## src/rtl/core/fqa_pkg.sv

```systemverilog
package fqa_pkg;

    // queue geometry
    localparam int unsigned DEPTH     = 256;
    localparam int unsigned TIME_BITS = 32;
    localparam int unsigned CNT_W     = $clog2(DEPTH + 1);

    localparam logic [CNT_W-1:0] CNT_ZERO = '0;
    localparam logic [CNT_W-1:0] CNT_ONE  = CNT_W'(1);
    localparam logic [CNT_W-1:0] CNT_FULL = CNT_W'(DEPTH);

    typedef logic [TIME_BITS-1:0] time_t;

    // operation codes, code 3 leaves the queue unchanged and reports ok
    typedef enum logic [1:0] {
        OP_ENQ = 2'd0,
        OP_DEQ = 2'd1,
        OP_AGE = 2'd2
    } op_t;

    // result status codes
    typedef enum logic [1:0] {
        ST_OK    = 2'd0,
        ST_FULL  = 2'd1,
        ST_EMPTY = 2'd2
    } status_t;

    // one queued request record
    typedef struct packed {
        time_t arrival;
        time_t service;
        time_t waited;
    } rec_t;

    // per-cell control from the queue controller
    typedef struct packed {
        logic shift;
        logic load;
        logic age;
    } cell_ctl_t;

    // saturating add of two times
    function automatic time_t sat_add(time_t a, time_t b);
        logic [TIME_BITS:0] sum;
        sum = {1'b0, a} + {1'b0, b};
        if (sum[TIME_BITS])
        begin
            return '1;
        end
        return sum[TIME_BITS-1:0];
    endfunction

endpackage

```

## src/rtl/core/fqa_cell.sv

```systemverilog
module fqa_cell (
    input  logic               clk,
    input  fqa_pkg::cell_ctl_t ctl,
    input  fqa_pkg::rec_t      load_rec,
    input  fqa_pkg::rec_t      neighbor_rec,
    input  fqa_pkg::time_t     elapsed,
    output fqa_pkg::rec_t      rec
);

    fqa_pkg::rec_t rec_reg;
    fqa_pkg::rec_t rec_next;

    // shift toward the head on dequeue, load on enqueue, age the wait
    always_comb
    begin
        rec_next = rec_reg;
        if (ctl.shift)
        begin
            rec_next = neighbor_rec;
        end
        else if (ctl.load)
        begin
            rec_next = load_rec;
        end
        else if (ctl.age)
        begin
            rec_next.waited = fqa_pkg::sat_add(rec_reg.waited, elapsed);
        end
    end

    // record storage
    always_ff @(posedge clk)
    begin
        rec_reg <= rec_next;
    end

    assign rec = rec_reg;

endmodule
```

## config.mk

```make
export PLATFORM = sky130hd
export DESIGN_NAME = fqa_cell
export DESIGN_NICKNAME = d
export VERILOG_FILES = /design/src/rtl/core/fqa_pkg.sv /design/src/rtl/core/fqa_cell.sv
export SDC_FILE = /design/constraint.sdc
export NUM_CORES = 1
export LEC_CHECK = 0
export CORE_AREA = 2 2 126 128
export CTS_CLUSTER_SIZE = 10
export DETAILED_ROUTE_END_ITERATION = 12
export DIE_AREA = 0 0 128 130
export DONT_BUFFER_PORTS = 1
export GPL_TIMING_DRIVEN = 1
export SLEW_MARGIN = 15
export SYNTH_ARGS = -nofsm -noshare
export SYNTH_HDL_FRONTEND = slang
export SYNTH_SLANG_ARGS = --single-unit
```

## constraint.sdc

```tcl
create_clock -name clk -period 8.9 [get_ports clk]
set_input_delay 0.89 -clock clk [delete_from_list [all_inputs] [get_ports clk]]
set_output_delay 0.89 -clock clk [all_outputs]
set_load 0.1 [all_outputs]
```

Word level (Yosys, flattened, before mapping). Index checks and enable logic that the tools add are counted.

Add/subtract/negate cells: 1. Muxes and demuxes: 10. Reduce and logical (&&, ||, !) cells: 2.

Operator list (number): 32-bit 2-to-1 mux (4); 96-bit 2-to-1 mux (1); 64-bit 2-to-1 mux (1); 32-bit by 32-bit adder with 33-bit output (1); 1-bit 2-to-1 mux (4); 3-bit nonzero test (1); 2-bit nonzero test (1).

Logic and storage cells: 16. Register bits after elaboration: 96. Output and inout bits: 96.

Logic depth before layout (Yosys ltp). Gate-level depths: netlist of run 1.

Word-level depth: 9. Mapped depth: 12.

Worst setup path after synthesis of run 1. Ideal clock, no wire load.

Path type: register -> register. From: register rec_reg (netlist bit rec[0]). To: register rec_reg (netlist bit rec[30]) (data pin). Arrival time: 3.138 ns. Setup time: 0.269 ns. Cell stages (with the launch flop): 11. Buffers on the path: 0. Period minus slack after synthesis: 3.407 ns. Setup slack: 5.493 ns. Path through: edfxtp_1 ha_1 fa_1 a21oi_2 o22ai_2 o31ai_4 o41ai_4 or4_1 a21o_1 a21oi_2 o31ai_2.

RTL lines: start, declared (line fqa_cell.sv:10) `fqa_pkg::rec_t rec_reg;`; start signal, assigned (line fqa_cell.sv:34) `rec_reg <= rec_next;`.

==> results of run 1 <==
## Yosys cell counts, drive strengths merged, types with 2 or more instances
cell type	number
o31ai	5
and3	7
o32ai	2
o22ai	29
nand4	2
or3	3
o21ai	43
a21oi	32
o211ai	2
o21bai	5
inv	13
nor3	3
xor2	11
ha	32
nand3	8
o41ai	2
buf	9
a31oi	8
nand2	45
and2	2
clkbuf	16
mux2	64
nor2	12
a211oi	5
xnor2	14
a22oi	2
o21a	4
edfxtp	96
a21o	16
## worst min path at each step
stage	depth (start not counted)	slack, ns	from	end
final	2	0.74	neighbor_rec[23]	rec[23]$_DFFE_PP_
after floorplan	2	1.08	neighbor_rec[0]	rec[0]$_DFFE_PP_
after detailed placement	2	1.09	neighbor_rec[13]	rec[13]$_DFFE_PP_
after global placement	2	1.09	neighbor_rec[8]	rec[8]$_DFFE_PP_
after global routing	2	0.73	neighbor_rec[25]	rec[25]$_DFFE_PP_
after CTS	2	0.72	neighbor_rec[9]	rec[9]$_DFFE_PP_
## where the power goes
part | internal, uW | switching [uW]
combinational | 142 | 185
clock | 196 | 191
sequential | 565 | 413
total | 903 | 790
## through the flow
step | utilization (%) | worst slack [ns]
floorplan | - | 5.49
global placement | 39.7 | 5.08
detailed placement | 39.7 | 4.99
CTS | 41.5 | 4.98
global route | 41.6 | 4.78
finish | 41.6 | 4.98
## worst max-delay path, stage by stage (launching register included)
cell and delay [ns]:
edfxtp_1 0.81, ha_1 0.44, fa_1 0.43, a21oi_2 0.21
o22ai_2 0.14, o31ai_4 0.36, nor3_2 0.13, o31ai_4 0.24
o21ai_2 0.24, buf_4 0.29, nor2_1 0.24, a21oi_1 0.11
## area by class of cell
class                      instances  area (sq um)
antenna                            3          7.51
clock buffer                       9           225
clock inverter                     6          57.6
fill                            1475          9010
inverter                          13          48.8
multi-input combinational        376          2930
sequential                        96          2880
tap                              192           240
timing repair buffer               3          22.5
## kinds of logic (layout without fill, tap and decap cells)
group,after synthesis,count (layout)
other,0,3
XOR/XNOR,25,25
AND/OR/NAND/NOR,87,87
adder cells (fa/ha/maj),33,33
buffers and inverters,38,31
multiplexers,64,64
flip-flops,96,96
AO/OA/AOI/OAI,167,167
## layer usage
| metal | vias up | global-route usage, % |
|---|---|---|
| met3 | 39 | 8.24 |
| met5 | - | 0 |
| li1 | 1961 | - |
| met4 | 4 | 7.95 |
| met2 | 229 | 34.0 |
| met1 | 1983 | 20.2 |
==> results.cfg, run 1 <==
[outcome]
status = completed

[place]
placed_cell_area_sq_um = 6130
dpl.hpwl_um = 13200
dp.cells = 680
routabilityCongestion = 0.892
port_buffers = 0

[timing]
post-route-period-util_pct = 44.1
fmax_ghz = 0.255
slew_headroom_pct = 30.0
finalCriticalPeriod_ns = 3.92
drv_slew = 0
setup_violations = 0
fin_skew_ns = 0.0118
worst_pin_slew_ns = 1.05
rsz0062_at_grt = no
hold_viol_final = 0
hold_slack_ns = 0.735
tns_ns = 0

[yosys]
synth_xor_area_share_pct = 3.66
synth_compound_area_share_pct = 19.4
synthMuxAreaShare_pct = 12.1
synthesis.nets = 771
synth_top_cell_area_share_pct = 48.2
synth-edff-count = 96
synth_fa_ha_area_share_pct = 7.03
ys.flop_type = edfxtp_1
ys_seq_area_share_pct = 48.2
synth_area_leader_cell = edfxtp_1
synth_top_family_by_area = compound AO/OA/AOI/OAI gates
yosysWarnings = 0
synth.ff_latch_count = 96
syn_inst = 510
synth-simple-area-share_pct = 6.86
netlist_area_sq_um = 5980
syn_avg_cell_area_sq_um = 11.7
yosys-top-cells-area = edfxtp_1, mux2_2, ha_1
synth_cell_types = 61
async_flop_share_pct = 0

[final_layout]
layoutNonFillerInstCount = 698
largest_register_ff_count = 96
final_cell_mix = edfxtp_1, mux2_2, nand2_1, ha_1, o22ai_1
drive_gt1_share_pct = 20.9
layout_commonest_cell = edfxtp_1
final_area_sq_um = 6420
syn_to_final_growth_pct = 7.33
nets = 760

[drt]
vias = 4216
drt_pass1_iterations = 4
dr.max_layer_used = met5
drt-wirelength-per-cell_um = 24.2
via_per_inst = 6.04
drt_iter0_drc = 198
ant_nets = 0
wl_met2_um = 8690
wl_met3_um = 1560
drc = 0
met1Wirelength_um = 6060
wl_um = 16900

[clock_network]
cts-resized-gates = 0
cts_buffer_depth = 2
cts_tree = built
clock_latency_ns = 0.35
cts_root_buf = clkbuf_16
htree_levels = 3
clk_pin_slew_ns = 0.08
cts_sinks = 96
post_cts_buffers = 0
hold_buffers = 0
cts_buffers = 9

[floorplanning]
die_height_um = 130
core_sq_um = 15400
num_io_pins = 324
row_count = 46
start_util_pct = 38.8
die_w_um = 128
die_area_sq_um = 16600

[grt]
grt_usage_pct = 19.2
grt_max_degree = 124
grt_antenna_before_repair = 5
grt_pass1_vias = 4305
grt_pass1_wl_um = 23900
gr-total-overflow = 0

[critical_path]
critPathCaptureType = flip-flop
critPathRequiredTime_ns = 8.98
worst_setup_path_start_kind = flip-flop
reg2reg_depth = 11
r2r_start = rec[0]$_DFFE_PP_
critPathArrivalTime_ns = 4.01
crit_start = rec[0]$_DFFE_PP_
reg2reg_slack_ns = 4.98
crit_path_end = rec[29]$_DFFE_PP_
worstSetupPathType = flip-flop to flip-flop
cp_max_fo = 17
crit-reg2reg-capture = rec[29]$_DFFE_PP_

[power_and_ir_drop]
p_leak_uw = 0.00235
irDropWorstVdd_mv = 0.125
power_uw = 1690
powerDensity_nw_per_um2 = 264

[worst_hold_path]
hold_path.class = input pin to flip-flop

[flow_run]
cap_violations = 0
Power figures use the tool's default switching activity.
==> run 2, diff against run 1 <==
- CORE_AREA: 2 2 126 128 -> 2 2 125 127
- DIE_AREA: 0 0 128 130 -> 0 0 127 129
- clock period: 8.9 -> 3.2 ns (I/O delays scaled with it)
==> run 2 against run 1 <==
Non-clock buffer count grew 47; sequential power grew 140%; final cell count grew 6.0%; cell area grew 7.7%; sequential share of layout area shrank 3.2 points; worst hold slack lost 0.57 ns; critical path type unchanged; critical endpoint is now rec[26]$_DFFE_PP_; highest routed layer is now met4.
==> results.cfg, run 2 (same netlist as run 1, synthesis figures left out) <==
[floorplanning]
row_count = 45
die_area_sq_um = 16400
num_io_pins = 324
die_height_um = 129
core_sq_um = 15000
start_util_pct = 39.9
die_w_um = 127

[timing]
rsz0062_at_grt = no
worst_pin_slew_ns = 0.985
hold_viol_final = 0
setup_violations = 0
fmax_ghz = 0.334
post-route-period-util_pct = 93.5
slew_headroom_pct = 34.5
fin_skew_ns = 0.00803
finalCriticalPeriod_ns = 2.99
drv_slew = 0

[final_layout]
nets = 808
layout_commonest_cell = edfxtp_1
layoutNonFillerInstCount = 740
final_area_sq_um = 6910
fillers = 1379
final_cell_mix = edfxtp_1, mux2_2, buf_4, nand2_1, ha_1
largest_register_ff_count = 96
diodes = 0
syn_to_final_growth_pct = 15.6
drive_gt1_share_pct = 30.3

[critical_path]
r2r_start = rec[29]$_DFFE_PP_
critPathCaptureType = flip-flop
cp_max_fo = 12
crit_start = rec[29]$_DFFE_PP_
worstSetupPathType = flip-flop to flip-flop
crit-reg2reg-capture = rec[26]$_DFFE_PP_
critPathRequiredTime_ns = 3.31
worst_setup_path_start_kind = flip-flop
reg2reg_depth = 7
reg2reg_slack_ns = 0.21
crit_path_end = rec[26]$_DFFE_PP_
critPathArrivalTime_ns = 3.10

[place]
dp.cells = 723
placed_cell_area_sq_um = 6560
routabilityCongestion = 0.905
port_buffers = 0
dpl.hpwl_um = 13700

[grt]
grt_pass1_wl_um = 25500
grt_usage_pct = 20.6
gr-total-overflow = 0
grt_antenna_before_repair = 0
grt_pass1_vias = 4467
grt_max_degree = 124

[clock_network]
cts_buffer_depth = 2
clock_latency_ns = 0.35
htree_levels = 3
post_cts_buffers = 0
cts_root_buf = clkbuf_16
clk_pin_slew_ns = 0.08
cts_tree = built
hold_buffers = 0
cts-resized-gates = 0
cts_sinks = 96
cts_buffers = 9

[outcome]
status = completed

[power_and_ir_drop]
powerDensity_nw_per_um2 = 722
p_leak_uw = 0.00262
power_uw = 4990
irDropWorstVdd_mv = 0.335

[drt]
drt_pass1_iterations = 4
drt-wirelength-per-cell_um = 24.2
via_per_inst = 5.83
drc = 0
wl_um = 17900
vias = 4316
drt_iter0_drc = 263
ant_nets = 0

[worst_hold_path]
hold_path.class = input pin to flip-flop

[flow_run]
cap_violations = 0
## run 2: through the flow
step / TNS, ns / worst slack, ns / hold WS, ns / utilization (%)
2_1_floorplan: -1.06 / -0.135 / 0.511 / -
3_3_place_gp: 0 / 0.218 / 0.519 / 43.8
3_5_place_dp: 0 / 0.161 / 0.523 / 43.8
4_1_cts: 0 / 0.105 / 0.149 / 46.0
5_1_grt: 0 / 0.0269 / 0.153 / 46.1
6_report: 0 / 0.209 / 0.165 / 46.1
## run 2: area by class of cell
cell class                 count  area (sq um)  share of cell area (%)
clock inverter                 7           113                    1.63
sequential                    96          2880                    41.7
multi-input combinational    377          3030                    43.9
timing repair buffer          50           375                    5.43
inverter                      13          48.8                   0.706
clock buffer                   9           225                    3.26
tap                          188           235                    3.40
## run 2: worst min-delay path by stage
stage	startpoint	to	slack (ns)	cells after the start
after floorplan	neighbor_rec[0]	rec[0]$_DFFE_PP_	0.51	2
after global placement	neighbor_rec[10]	rec[10]$_DFFE_PP_	0.52	2
after detailed placement	neighbor_rec[10]	rec[10]$_DFFE_PP_	0.52	2
after CTS	neighbor_rec[13]	rec[13]$_DFFE_PP_	0.15	2
after global routing	neighbor_rec[12]	rec[12]$_DFFE_PP_	0.15	2
final	neighbor_rec[14]	rec[14]$_DFFE_PP_	0.17	2
## run 2: routing by layer
metal	global-route usage (%)	part of all wire, %	vias up
met5	0	0	-
met4	5.43	1.6	0
met3	6.90	8.1	19
met2	36.5	52	183
met1	24.0	38	2063
li1	-	-	2051
## run 2: report_power, final
part / total (uW) / internal, uW / switching [uW]
sequential: 2320 / 1570 / 752
clock: 1200 / 638 / 561
combinational: 1470 / 515 / 954
total: 4990 / 2720 / 2270
## run 2: critical path, stage by stage (launching register included)
cell	delay (ns)
edfxtp_1	0.41
ha_1	0.37
a21o_1	0.21
a21o_1	0.17
a211oi_1	0.73
o21ai_4	0.38
o32ai_1	0.38
o21ai_1	0.09
==> run 3, diff against run 2 <==
- ABC_AREA: unset -> 1
- CORE_AREA: 2 2 125 127 -> 2 2 127 129
- DIE_AREA: 0 0 127 129 -> 0 0 129 131
==> run 3 against run 2 <==
First-iteration DRC count rose by 27%; routed wire length rose by 23%; via count rose by 47%; count of clock-buffer cells in the layout rose by 1; synthesized area rose by 19%; critical path depth rose by 5; largest cell class unchanged.
==> results.cfg, run 3 <==
[yosys]
synthTopCellsByCount = nand2_1, inv_1, edfxtp_1
synthesis.nets = 1270
netlist_area_sq_um = 7090
synth-edff-count = 96
yosysWarnings = 0
synth.most_common_cell = nand2_1
yosys-top-cells-area = edfxtp_1, nand2_1, inv_1
synth_area_leader_cell = edfxtp_1
synth_cell_types = 29
ys.flop_type = edfxtp_1
ys_seq_area_share_pct = 40.7
synth.ff_latch_count = 96
syn_avg_cell_area_sq_um = 7.02
syn_inst = 1009
async_flop_share_pct = 0
synth_top_cell_area_share_pct = 40.7

[timing]
rsz0062_at_grt = no
finalCriticalPeriod_ns = 2.62
post-route-period-util_pct = 81.8
tns_ns = 0
worst_pin_slew_ns = 0.983
drv_slew = 0
hold_viol_final = 0
fin_skew_ns = 0.00761
setup_violations = 0
fmax_ghz = 0.382
slew_headroom_pct = 34.6

[floorplanning]
row_count = 46
die_w_um = 129
die_height_um = 131
core_sq_um = 15600
start_util_pct = 45.4
num_io_pins = 324
die_area_sq_um = 16900

[power_and_ir_drop]
p_leak_uw = 0.00403
switching_share_pct = 49.2
power.clock.fraction_pct = 22.0
share_comb_of_total_power_pct = 31.8
internal_power_uw = 2550
irDropWorstVdd_mv = 0.437
p_switching_uw = 2480
seqPwrFrac_pct = 46.3
power_uw = 5030
powerDensity_nw_per_um2 = 647

[clock_network]
clk_pin_slew_ns = 0.08
cts_root_buf = clkbuf_16
cts_buffer_depth = 2
cts_sinks = 96
cts_tree = built
post_cts_buffers = 0
htree_levels = 3
cts-resized-gates = 0
hold_buffers = 0
cts_buffers = 9
clock_latency_ns = 0.36

[drt]
drt-wirelength-per-cell_um = 17.7
wl_um = 22100
drt_pass1_iterations = 5
drt_iter0_drc = 333
via_per_inst = 5.09
drc = 0
vias = 6363
ant_nets = 0

[grt]
grt_max_degree = 105
grt_pass1_vias = 5763
grt_antenna_before_repair = 5
grt_usage_pct = 25.3
gr-total-overflow = 0
grt_pass1_wl_um = 31700

[critical_path]
critPathRequiredTime_ns = 3.32
cp_max_fo = 25
critPathArrivalTime_ns = 2.74
worst_setup_path_start_kind = flip-flop
crit_slowest_cell = fa_1
worstSetupPathType = flip-flop to flip-flop
path_cells = ha_1 -> fa_1 -> nand2_1 -> nand2_1 -> nand3_1 -> nand2_2 -> nand2_2 -> nand2_2 -> nand2_2 -> nand3_4 -> o21ai_2 -> nand2_1
slowest_delay_ns = 0.45
critPathCaptureType = flip-flop
crit_start = rec[0]$_DFFE_PP_
r2r_start = rec[0]$_DFFE_PP_
path_common_cell = nand2_2

[final_layout]
nets = 1289
multi_input_area_sq_um = 3570
syn_to_final_growth_pct = 9.62
final_cell_mix = nand2_1, inv_1, edfxtp_1, nor2_1, nand3_1
register_area_sq_um = 2880
largest_register_ff_count = 96
drive_gt1_share_pct = 10.4
layoutNonFillerInstCount = 1251
utilization_pct = 49.8
fillers = 1561
layout_commonest_cell = nand2_1

[flow_run]
cap_violations = 0

[place]
routabilityCongestion = 0.950
dp.cells = 1233
port_buffers = 0
dpl.hpwl_um = 17700

[worst_hold_path]
hold_path.class = input pin to flip-flop
min_from = load_rec[89]

[outcome]
status = completed
## run 3: cell count changes after synthesis, moves of 28 or more
cell,before,now
nand2_1,45,493
nand3_1,8,38
mux2_2,64,0
nor2_1,12,60
inv_1,13,131
o22ai_1,28,0
## run 3: critical path: cells and delay by family, from the launching register on
kind            cells  cell delay (ns)
compound gates      1             0.26
simple gates        9             0.99
flops               1             0.41
fa+ha+maj           2             0.70
## run 3: routing by layer
layer	vias up	track usage (%)	part of all wire (%)	wire [um]
met2	240	44.1	50	11100
met5	-	0	0.15	34
met4	6	11.0	3.3	732
met3	49	5.09	6.5	1440
li1	3188	-	-	-
met1	2880	30.4	40	8760
## run 3: metrics by stage
stage	instance area [sq um]	worst slack, ns	hold WS (ns)
after floorplan	7090	0.293	0.499
after CTS	7760	0.570	0.129
after global routing	7770	0.388	0.137
after global placement	7480	0.673	0.503
after detailed placement	7480	0.583	0.505
final	7770	0.583	0.133
## run 3: cell type report
class                           instances  share of cell area [%]
Inverter                              132                    6.38
Sequential cell                        96                    37.1
Tap cell                              216                    3.48
Timing Repair Buffer                   35                    3.38
Clock buffer                           10                    2.95
Antenna cell                            2                  0.0644
Multi-Input combinational cell        754                    45.9
Clock inverter                          6                   0.741
## run 3: path summary, 6_finish.rpt
kind	to	cells past startpoint	slack [ns]
worst max-delay path	rec[19]$_DFFE_PP_	12	0.58
worst min-delay path	rec[89]$_DFFE_PP_	2	0.13
worst max register to register	rec[19]$_DFFE_PP_	12	0.58
worst min register to register	rec[0]$_DFFE_PP_	3	0.75
## run 3: cell families after synthesis
kind of cell | Yosys count | synth area share, %
buf+inv | 159 | 9.00
compound gates | 71 | 6.41
simple gates | 635 | 36.1
fa+ha+maj | 33 | 5.93
xor+xnor | 15 | 1.85
flops | 96 | 40.7
## run 3: power groups by stage
stage,Combinational [uW],Clock (uW),Sequential (uW)
finish,1600,1100,2330
global placement,1580,0,2360
floorplan,896,0,2710
CTS,1600,1120,2330
global route,1750,1160,2340
detailed placement,1590,0,2360
